<file path="config.mk">
export PLATFORM = sky130hd
export DESIGN_NAME = rational_fraction_alu_flat
export DESIGN_NICKNAME = d
export VERILOG_FILES = /design/src/rtl/rfa_pkg.sv /design/src/rtl/rfa_req_if.sv /design/src/rtl/rfa_rsp_if.sv /design/src/rtl/rational_fraction_alu.sv /design/src/flat_wrapper.sv
export SDC_FILE = /design/constraint.sdc
export NUM_CORES = 2
export LEC_CHECK = 0
export ABC_AREA = 1
export BUFFER_PORTS_ARGS = -buffer_cell sky130_fd_sc_hd__buf_4
export CAP_MARGIN = 40
export CORE_ASPECT_RATIO = 0.9
export CORE_UTILIZATION = 53
export CTS_CLUSTER_DIAMETER = 120
export DETAILED_ROUTE_END_ITERATION = 7
export PLACE_DENSITY = 0.7
export SLEW_MARGIN = 20
export SYNTH_ARGS = -nofsm -noshare
export SYNTH_HDL_FRONTEND = slang
export SYNTH_SLANG_ARGS = --single-unit
</file>
<file path="constraint.sdc">
create_clock -name clk -period 12.2 [get_ports clk]
set_clock_uncertainty 0.15 [all_clocks]
set_input_delay 1.22 -clock clk [delete_from_list [all_inputs] [get_ports clk]]
set_output_delay 1.22 -clock clk [all_outputs]
set_load 0.01 [all_outputs]
</file>
<file path="src/rtl/rfa_pkg.sv">
// ----------------------------------------------------------------------------
// rfa_pkg
// Shared constants, command codes and sequencer states for the rational
// fraction ALU.
// ----------------------------------------------------------------------------
`default_nettype none

package rfa_pkg;

  localparam int OPERAND_WIDTH = 16;
  localparam int DEN_W         = OPERAND_WIDTH - 1;
  // magnitude of a product or of a sum of two products
  localparam int MAG_W         = 2 * OPERAND_WIDTH - 1;
  localparam int SHIFT_W       = $clog2(MAG_W);
  localparam int CNT_W         = $clog2(MAG_W);
  localparam int RES_NUM_W     = 32;
  localparam int RES_DEN_W     = 30;

  localparam logic [2:0] CMD_ADD  = 3'd0;
  localparam logic [2:0] CMD_SUB  = 3'd1;
  localparam logic [2:0] CMD_MUL  = 3'd2;
  localparam logic [2:0] CMD_DIV  = 3'd3;
  localparam logic [2:0] CMD_NORM = 3'd4;

  localparam logic [1:0] STEP_T1  = 2'd0;
  localparam logic [1:0] STEP_T2  = 2'd1;
  localparam logic [1:0] STEP_DEN = 2'd2;

  typedef enum logic [2:0] {
    ST_IDLE,
    ST_MUL,
    ST_COMB,
    ST_GCD,
    ST_DIV,
    ST_DONE
  } state_t;

endpackage

`default_nettype wire

</file>
<file path="src/rtl/rfa_req_if.sv">
// ----------------------------------------------------------------------------
// rfa_req_if
// Operand channel: command and two fractions, valid/ready handshake.
// ----------------------------------------------------------------------------
`default_nettype none

interface rfa_req_if;
  logic                                      valid;
  logic                                      ready;
  logic [2:0]                                cmd;
  logic signed [rfa_pkg::OPERAND_WIDTH-1:0]  a_num;
  logic [rfa_pkg::DEN_W-1:0]                 a_den;
  logic signed [rfa_pkg::OPERAND_WIDTH-1:0]  b_num;
  logic [rfa_pkg::DEN_W-1:0]                 b_den;

  modport source (output valid, cmd, a_num, a_den, b_num, b_den, input ready);
  modport sink   (input valid, cmd, a_num, a_den, b_num, b_den, output ready);
endinterface

`default_nettype wire

</file>
<file path="src/rtl/rfa_rsp_if.sv">
// ----------------------------------------------------------------------------
// rfa_rsp_if
// Result channel: reduced fraction and divide-by-zero flag.
// ----------------------------------------------------------------------------
`default_nettype none

interface rfa_rsp_if;
  logic                                  valid;
  logic                                  ready;
  logic signed [rfa_pkg::RES_NUM_W-1:0]  res_num;
  logic [rfa_pkg::RES_DEN_W-1:0]         res_den;
  logic                                  div_zero;

  modport source (output valid, res_num, res_den, div_zero, input ready);
  modport sink   (input valid, res_num, res_den, div_zero, output ready);
endinterface

`default_nettype wire

</file>
<file path="src/rtl/rational_fraction_alu.sv">
// ----------------------------------------------------------------------------
// rational_fraction_alu
// Add, subtract, multiply, divide or normalize fractions; result reduced to
// lowest terms with a positive denominator.
//
//   channel  dir  beat
//   req      in   cmd, a_num, a_den, b_num, b_den
//   rsp      out  res_num, res_den, div_zero
//
// One beat at a time. Three steps (T1, T2, DEN) on the shared 16x16 multiplier,
// a step to combine terms, then a binary GCD (one shift, swap or subtract per
// cycle) and two restoring divisions by the GCD on the same subtractor. A zero
// numerator or denominator skips the GCD and the divisions.
// rst is synchronous and leaves the block idle with no result pending.
// A finished result sits in the output register while the next beat is taken;
// the next result then waits in ST_DONE until that register is taken.
// ----------------------------------------------------------------------------
`default_nettype none

module rational_fraction_alu (
  input  wire         clk,
  input  wire         rst,
  rfa_req_if.sink     req,
  rfa_rsp_if.source   rsp
);

  localparam int OW = rfa_pkg::OPERAND_WIDTH;
  localparam int MW = rfa_pkg::MAG_W;

  rfa_pkg::state_t state, state_next;

  logic [2:0]                   cmd_r;
  logic                         an_neg, bn_neg;
  logic [OW-1:0]                an_mag, bn_mag;
  logic [rfa_pkg::DEN_W-1:0]    ad, bd;
  logic [1:0]                   mul_step;

  logic                         is_add_sub, is_mul, is_div, is_norm;
  logic [OW-1:0]                mul_x, mul_y;
  logic [2*OW-1:0]              mul_p;

  logic [MW-1:0]                p_t1, p_t2, den_mag, num_mag;
  logic                         t2_neg, cmb_neg, den_neg;
  logic [MW-1:0]                cmb_mag;
  logic                         res_neg, zero_res, err;

  logic [MW-1:0]                u, v, g;
  logic [rfa_pkg::SHIFT_W-1:0]  k;

  logic [MW:0]                  sub_a, sub_b, sub_d;
  logic [MW:0]                  rem_sh;
  logic [MW-1:0]                rem, dvd, n_q;
  logic [rfa_pkg::CNT_W-1:0]    cnt;
  logic                         div_sel;
  logic                         div_last;
  logic                         q_bit;

  logic                         rsp_valid;
  logic signed [rfa_pkg::RES_NUM_W-1:0] res_num_r;
  logic [rfa_pkg::RES_DEN_W-1:0]        res_den_r;
  logic                                 div_zero_r;
  logic                                 out_load;
  logic [rfa_pkg::RES_NUM_W-1:0]        n_ext;

  // command decode; unused codes behave as normalize
  assign is_add_sub = (cmd_r == rfa_pkg::CMD_ADD) || (cmd_r == rfa_pkg::CMD_SUB);
  assign is_mul     = (cmd_r == rfa_pkg::CMD_MUL);
  assign is_div     = (cmd_r == rfa_pkg::CMD_DIV);
  assign is_norm    = (cmd_r >= rfa_pkg::CMD_NORM);

  // ---- shared multiplier operand select ----
  always_comb begin
    unique case (mul_step)
      rfa_pkg::STEP_T1: begin
        mul_x = an_mag;
        if (is_mul)       mul_y = bn_mag;
        else if (is_norm) mul_y = OW'(1);
        else              mul_y = OW'(bd);
      end
      rfa_pkg::STEP_T2: begin
        mul_x = bn_mag;
        mul_y = OW'(ad);
      end
      default: begin
        mul_x = OW'(ad);
        if (is_div)       mul_y = bn_mag;
        else if (is_norm) mul_y = OW'(1);
        else              mul_y = OW'(bd);
      end
    endcase
  end

  assign mul_p = mul_x * mul_y;

  // ---- signed combine of the two cross terms ----
  assign t2_neg = bn_neg ^ (cmd_r == rfa_pkg::CMD_SUB);

  always_comb begin
    den_neg = is_div ? bn_neg : 1'b0;
    if (is_add_sub) begin
      if (an_neg == t2_neg) begin
        cmb_neg = an_neg;
        cmb_mag = p_t1 + p_t2;
      end else if (p_t1 >= p_t2) begin
        cmb_neg = an_neg;
        cmb_mag = p_t1 - p_t2;
      end else begin
        cmb_neg = t2_neg;
        cmb_mag = p_t2 - p_t1;
      end
    end else begin
      cmb_neg = is_mul ? (an_neg ^ bn_neg) : an_neg;
      cmb_mag = p_t1;
    end
  end

  // ---- shared subtractor: GCD compare/subtract and division trial ----
  assign rem_sh = {rem, dvd[MW-1]};

  always_comb begin
    if (state == rfa_pkg::ST_DIV) begin
      sub_a = rem_sh;
      sub_b = {1'b0, g};
    end else begin
      sub_a = {1'b0, v};
      sub_b = {1'b0, u};
    end
  end

  assign sub_d    = sub_a - sub_b;
  assign q_bit    = !sub_d[MW];
  assign div_last = (cnt == rfa_pkg::CNT_W'(MW - 1));

  // ---- next state ----
  always_comb begin
    state_next = state;
    unique case (state)
      rfa_pkg::ST_IDLE: if (req.valid) state_next = rfa_pkg::ST_MUL;
      rfa_pkg::ST_MUL:  if (mul_step == rfa_pkg::STEP_DEN) state_next = rfa_pkg::ST_COMB;
      rfa_pkg::ST_COMB: begin
        if (den_mag == '0 || cmb_mag == '0) state_next = rfa_pkg::ST_DONE;
        else                                state_next = rfa_pkg::ST_GCD;
      end
      rfa_pkg::ST_GCD:  if (v == '0) state_next = rfa_pkg::ST_DIV;
      rfa_pkg::ST_DIV:  if (div_last && div_sel) state_next = rfa_pkg::ST_DONE;
      rfa_pkg::ST_DONE: if (!rsp_valid || rsp.ready) state_next = rfa_pkg::ST_IDLE;
      default:          state_next = rfa_pkg::ST_IDLE;
    endcase
  end

  // ---- handshake outputs ----
  assign req.ready    = (state == rfa_pkg::ST_IDLE);
  assign out_load     = (state == rfa_pkg::ST_DONE) && (!rsp_valid || rsp.ready);
  assign rsp.valid    = rsp_valid;
  assign rsp.res_num  = res_num_r;
  assign rsp.res_den  = res_den_r;
  assign rsp.div_zero = div_zero_r;

  always_ff @(posedge clk) begin
    if (rst) begin
      state     <= rfa_pkg::ST_IDLE;
      rsp_valid <= 1'b0;
    end else begin
      state <= state_next;
      if (out_load)       rsp_valid <= 1'b1;
      else if (rsp.ready) rsp_valid <= 1'b0;
    end
  end

  // ---- datapath ----
  assign n_ext = zero_res ? '0 : rfa_pkg::RES_NUM_W'(n_q);

  always_ff @(posedge clk) begin
    unique case (state)
      rfa_pkg::ST_IDLE: begin
        cmd_r    <= req.cmd;
        an_neg   <= req.a_num[OW-1];
        an_mag   <= req.a_num[OW-1] ? OW'(-req.a_num) : OW'(req.a_num);
        bn_neg   <= req.b_num[OW-1];
        bn_mag   <= req.b_num[OW-1] ? OW'(-req.b_num) : OW'(req.b_num);
        ad       <= req.a_den;
        bd       <= req.b_den;
        mul_step <= rfa_pkg::STEP_T1;
      end
      rfa_pkg::ST_MUL: begin
        unique case (mul_step)
          rfa_pkg::STEP_T1: p_t1    <= mul_p[MW-1:0];
          rfa_pkg::STEP_T2: p_t2    <= mul_p[MW-1:0];
          default:          den_mag <= mul_p[MW-1:0];
        endcase
        mul_step <= mul_step + 2'd1;
      end
      rfa_pkg::ST_COMB: begin
        num_mag  <= cmb_mag;
        res_neg  <= cmb_neg ^ den_neg;
        zero_res <= (den_mag == '0) || (cmb_mag == '0);
        err      <= (den_mag == '0);
        u        <= cmb_mag;
        v        <= den_mag;
        k        <= '0;
      end
      rfa_pkg::ST_GCD: begin
        // binary GCD, one action per cycle
        priority if (v == '0) begin
          g       <= u << k;
          dvd     <= num_mag;
          rem     <= '0;
          cnt     <= '0;
          div_sel <= 1'b0;
        end else if (!u[0] && !v[0]) begin
          u <= u >> 1;
          v <= v >> 1;
          k <= k + 1'b1;
        end else if (!u[0]) begin
          u <= u >> 1;
        end else if (!v[0]) begin
          v <= v >> 1;
        end else if (sub_d[MW]) begin
          u <= v;
          v <= u;
        end else begin
          v <= sub_d[MW-1:0];
        end
      end
      rfa_pkg::ST_DIV: begin
        // restoring division, quotient shifts into dvd
        if (div_last && !div_sel) begin
          n_q     <= {dvd[MW-2:0], q_bit};
          dvd     <= den_mag;
          rem     <= '0;
          cnt     <= '0;
          div_sel <= 1'b1;
        end else begin
          rem <= q_bit ? sub_d[MW-1:0] : rem_sh[MW-1:0];
          dvd <= {dvd[MW-2:0], q_bit};
          cnt <= cnt + 1'b1;
        end
      end
      rfa_pkg::ST_DONE: begin
        if (out_load) begin
          res_num_r  <= res_neg ? -n_ext : n_ext;
          res_den_r  <= zero_res ? rfa_pkg::RES_DEN_W'(1) : rfa_pkg::RES_DEN_W'(dvd);
          div_zero_r <= err;
        end
      end
      default: begin
      end
    endcase
  end

endmodule

`default_nettype wire

</file>
<file path="src/flat_wrapper.sv">
// flat-port wrapper written by rule: the top's interface ports become plain ports
module rational_fraction_alu_flat 
  (clk, rst, req_valid, req_cmd, req_a_num, req_a_den, req_b_num, req_b_den, req_ready, rsp_valid, rsp_res_num, rsp_res_den, rsp_div_zero, rsp_ready);
  rfa_req_if req_i ();
  rfa_rsp_if rsp_i ();
  input  wire clk;
  input  wire rst;
  input wire logic [$bits(req_i.valid)-1:0] req_valid;
  input wire logic [$bits(req_i.cmd)-1:0] req_cmd;
  input wire logic [$bits(req_i.a_num)-1:0] req_a_num;
  input wire logic [$bits(req_i.a_den)-1:0] req_a_den;
  input wire logic [$bits(req_i.b_num)-1:0] req_b_num;
  input wire logic [$bits(req_i.b_den)-1:0] req_b_den;
  output wire logic [$bits(req_i.ready)-1:0] req_ready;
  output wire logic [$bits(rsp_i.valid)-1:0] rsp_valid;
  output wire logic [$bits(rsp_i.res_num)-1:0] rsp_res_num;
  output wire logic [$bits(rsp_i.res_den)-1:0] rsp_res_den;
  output wire logic [$bits(rsp_i.div_zero)-1:0] rsp_div_zero;
  input wire logic [$bits(rsp_i.ready)-1:0] rsp_ready;
  assign req_i.valid = req_valid;
  assign req_i.cmd = req_cmd;
  assign req_i.a_num = req_a_num;
  assign req_i.a_den = req_a_den;
  assign req_i.b_num = req_b_num;
  assign req_i.b_den = req_b_den;
  assign req_ready = req_i.ready;
  assign rsp_valid = rsp_i.valid;
  assign rsp_res_num = rsp_i.res_num;
  assign rsp_res_den = rsp_i.res_den;
  assign rsp_div_zero = rsp_i.div_zero;
  assign rsp_i.ready = rsp_ready;
  rational_fraction_alu u_core (.clk(clk), .rst(rst), .req(req_i), .rsp(rsp_i));
endmodule
</file>
==> implementation parameters <==
Parameter                              Value

Status
  Outcome    finished with violations
  Violations in the final reports    design-rule violations

Drt
  Detailed router's first-iteration violation count    4,035
  Number of design rule violations left after detail routing    15
  1st-pass router iterations    8
  Residual antenna-violating net count after detailed routing    0
  Routed WL per cell    21.5 um
  Routed via count divided by cell count    5.71
  Via count    34,491
  Routed WL    130 mm

Setup path
  CP Class    reg2reg
  Highest cell delay on the worst timing path    0.66 ns
  Critical Path End Type    register
  Endpoint of the worst register-to-register path    u_core.p_t2[27]$_DFFE_PP_
  Register-to-register path setup slack    3.95 ns
  Max Fanout on Critical Path    46
  Reg2reg start    u_core.mul_step[1]$_SDFFCE_PN0P_
  Crit path top cell by count    sky130_fd_sc_hd__fa_1
  Start point of the critical path    u_core.mul_step[1]$_SDFFCE_PN0P_
  Highest-delay cell along the critical path    sky130_fd_sc_hd__a21oi_1
  Logic depth of the worst register-to-register path    28
  Required time of the worst setup path    12.41 ns
  Data arrival time of the critical path    8.46 ns
  Crit path launch type    register

Synth
  Netlist cell types    66
  Yosys top cell area share    35.1%
  Largest cells by area after synthesis    sky130_fd_sc_hd__edfxtp_1 (35%), sky130_fd_sc_hd__nand2_1 (13%), sky130_fd_sc_hd__fa_1 (10%)
  Fraction of the yosys area taken by sequential cells    35.3%
  YS warnings    0
  Synthesized area per cell    7.86 sq um
  Register bit total from synthesis    460
  Post-Syn Area    0.0391 sq mm
  Syn_nets    5,469
  Cell count after synthesis    4,972
  Cell taking the most area after synthesis    sky130_fd_sc_hd__edfxtp_1

Place
  # port buffers    133
  DP Wirelength    102 mm
  Routability congestion estimate from global placement    1.05
  Worst setup timing slack at the placement stage    3.97 ns

CTS
  Number of buffers created by CTS    49
  Clk buf depth    3
  Cell at the root of the clock tree    sky130_fd_sc_hd__clkbuf_16
  Post-cts repair resize count    0
  TritonCTS sink count    460
  Clock latency of the later-clocked register in the worst-skew pair    0.63 ns
  H-tree depth    2
  Clock-pin slew reported for the worst setup and hold paths after clock tree synthesis    0.07 ns
  Setup bufs post-CTS    0
  TritonCTS clock tree    built
  Cts hold-fix bufs    0

GRT
  Global route overflow    0
  Via count of the first global-routing pass    32,538
  First-pass GRT wire length    196 mm
  Pin count of the biggest net entering global routing    95
  Antenna violations before repair    3
  Global Route Usage Sum    34.8%

Worst hold path
  Hold Crit Start    u_core.err$_DFFE_PP_
  Worst Hold Path Cells    0
  Worst hold path endpoint    u_core.rsp.div_zero$_DFFE_PP_
  Class of the tightest hold or removal check    reg2reg

STA
  Measured slew at the worst slew-check pin    0.978 ns
  Final hold viol count    0
  Headroom to the max-slew limit    34.6%
  Final setup margin    3.95 ns
  Worst hold slack    0.268 ns
  Setup TNS after final layout    0 ns
  Unrepaired setup endpoints after global routing    false
  Part of the cycle the worst path needs    67.6%
  Final number of setup-violating endpoints    0
  Maximum clock rate    121 MHz
  Number of max-slew violations in the final report    0
  Final critical-path required period    8.25 ns

Cells and area
  NumNets Final    5,538
  Final Util    58.5%
  Area growth, synth to finish    9.43%
  ANT cells    0
  Share of final-layout standard cells stronger than drive strength 1    7.42%
  Filler instances    6,644

Floorplanning
  Core area    0.0730 sq mm
  Die footprint    0.0748 sq mm
  Chip width    288 um
  Initial cell density of the core    53.5%
  I/O pin cnt    134
  Site row count    94
  Height of the die    260 um

Flow run
  Number of max-cap violations    0
==> layer usage <==
layer  routed length (um)  vias to the layer above  track usage, %
met2                56200                     1793            52.9
met3                14700                      265            8.52
met5                   38                        -               0
li1                     -                    16141               -
met1                54400                    16286            48.5
met4                 4710                        6            11.7
==> worst max-delay path by stage <==
stage,to,slack [ns],cells past startpoint
4_1_cts,u_core.p_t2[27]$_DFFE_PP_,3.98,28
5_1_grt,u_core.p_t2[27]$_DFFE_PP_,3.44,32
6_report,u_core.p_t2[27]$_DFFE_PP_,3.95,28
3_5_place_dp,u_core.den_mag[27]$_DFFE_PP_,3.97,27
2_1_floorplan,u_core.den_mag[27]$_DFFE_PP_,4.80,31
3_3_place_gp,u_core.p_t1[27]$_DFFE_PP_,4.18,28
==> synthesized netlist by cell type (all sizes together) <==
library cell and n:
nand2 1423, inv 837, edfxtp 456, nor2 414
o21ai 316, a21oi 272, ha 231, fa 197
nand3 184, clkbuf 121, xor2 87, buf 55
nand4 48, o221ai 45, xnor2 39, o22ai 31
nor3 30, o211ai 28, nor4 24, or2 21
a31oi 19, mux2i 16, a21boi 12, clkinv 12
o21bai 8, nand3b 7, nor3b 6, a21o 4
dfxtp 4, o21a 4, a211oi 3, a22oi 3
o31ai 3, and2 2, and3 2, o311ai 2
a221oi 1, a22o 1, a32o 1, a41oi 1
o211a 1, o2bb2ai 1
==> cell families (layout without fill, tap and decap cells) <==
kind of cell / Yosys count / count (layout) / share of synthesized area [%]
buffers and inverters: 1025 / 1135 / 10.3
AND/OR/NAND/NOR: 2161 / 2161 / 22.8
adder cells (fa/ha/maj): 428 / 428 / 17.5
AO/OA/AOI/OAI: 756 / 756 / 10.8
XOR/XNOR: 126 / 126 / 2.91
flip-flops: 460 / 460 / 35.3
multiplexers: 16 / 16 / 0.410
==> per-stage QoR <==
step,std cells,cell area [sq um]
floorplan,4972,39100
global placement,5924,40800
detailed placement,5944,41100
CTS,6036,42700
global route,6042,42700
finish,6042,42700
==> worst max-delay path, delay by kind of cell (launching register included) <==
kind / cells / cell delay, ns
AO/OA/AOI/OAI: 8 / 2.00
AND/OR/NAND/NOR: 6 / 0.54
flip-flops: 1 / 0.39
adder cells (fa/ha/maj): 8 / 3.84
buffers and inverters: 6 / 1.03
==> state kept, by name (all words and copies together), names as in the netlist, 15 cells and up <==
name / cells
u_core.rsp.res_num: 32
u_core.den_mag: 31
u_core.dvd: 31
u_core.g: 31
u_core.n_q: 31
u_core.num_mag: 31
u_core.p_t1: 31
u_core.p_t2: 31
u_core.rem: 31
u_core.u: 31
u_core.v: 31
u_core.rsp.res_den: 30
u_core.an_mag: 16
u_core.bn_mag: 16
u_core.ad: 15
u_core.bd: 15
==> cell type report <==
cell class	instances	area (sq um)	share of cell area, %
clock buffers	58	1260	2.95
clock inverters	34	373	0.872
inverters	849	3190	7.46
multi-input cells	3487	21400	50.0
flip-flops and latches	460	13800	32.2
well taps	960	1200	2.81
repair buffers	194	1580	3.69
==> placed cells by master (no fill, tap or decap), types with 5 or more instances in the layout <==
master / count
sky130_fd_sc_hd__clkinv_1: 15
sky130_fd_sc_hd__nand2_4: 5
sky130_fd_sc_hd__nor2_2: 11
sky130_fd_sc_hd__edfxtp_1: 456
sky130_fd_sc_hd__inv_1: 821
sky130_fd_sc_hd__inv_2: 15
sky130_fd_sc_hd__o211ai_1: 28
sky130_fd_sc_hd__clkinvlp_4: 5
sky130_fd_sc_hd__a21oi_1: 268
sky130_fd_sc_hd__nand3_1: 181
sky130_fd_sc_hd__ha_1: 231
sky130_fd_sc_hd__or2_2: 16
sky130_fd_sc_hd__o21ai_1: 16
sky130_fd_sc_hd__buf_2: 11
sky130_fd_sc_hd__fa_1: 197
sky130_fd_sc_hd__nor2_1: 388
sky130_fd_sc_hd__buf_4: 172
sky130_fd_sc_hd__o21bai_1: 8
sky130_fd_sc_hd__o21ai_0: 298
sky130_fd_sc_hd__nand3b_1: 7
sky130_fd_sc_hd__mux2i_1: 16
sky130_fd_sc_hd__nor3_1: 30
sky130_fd_sc_hd__xnor2_1: 39
sky130_fd_sc_hd__a31oi_1: 18
sky130_fd_sc_hd__a21boi_0: 7
sky130_fd_sc_hd__nand4_1: 48
sky130_fd_sc_hd__clkinv_2: 13
sky130_fd_sc_hd__xor2_1: 84
sky130_fd_sc_hd__nor2_4: 13
sky130_fd_sc_hd__clkbuf_1: 9
sky130_fd_sc_hd__clkbuf_16: 49
sky130_fd_sc_hd__nand2_2: 23
sky130_fd_sc_hd__nand2_1: 1393
sky130_fd_sc_hd__nor3b_1: 6
sky130_fd_sc_hd__o22ai_1: 31
sky130_fd_sc_hd__nor4_1: 23
sky130_fd_sc_hd__o221ai_1: 45
Power is not shown: default switching activity piles up to over one toggle a cycle in this logic, so the estimate is an artifact.
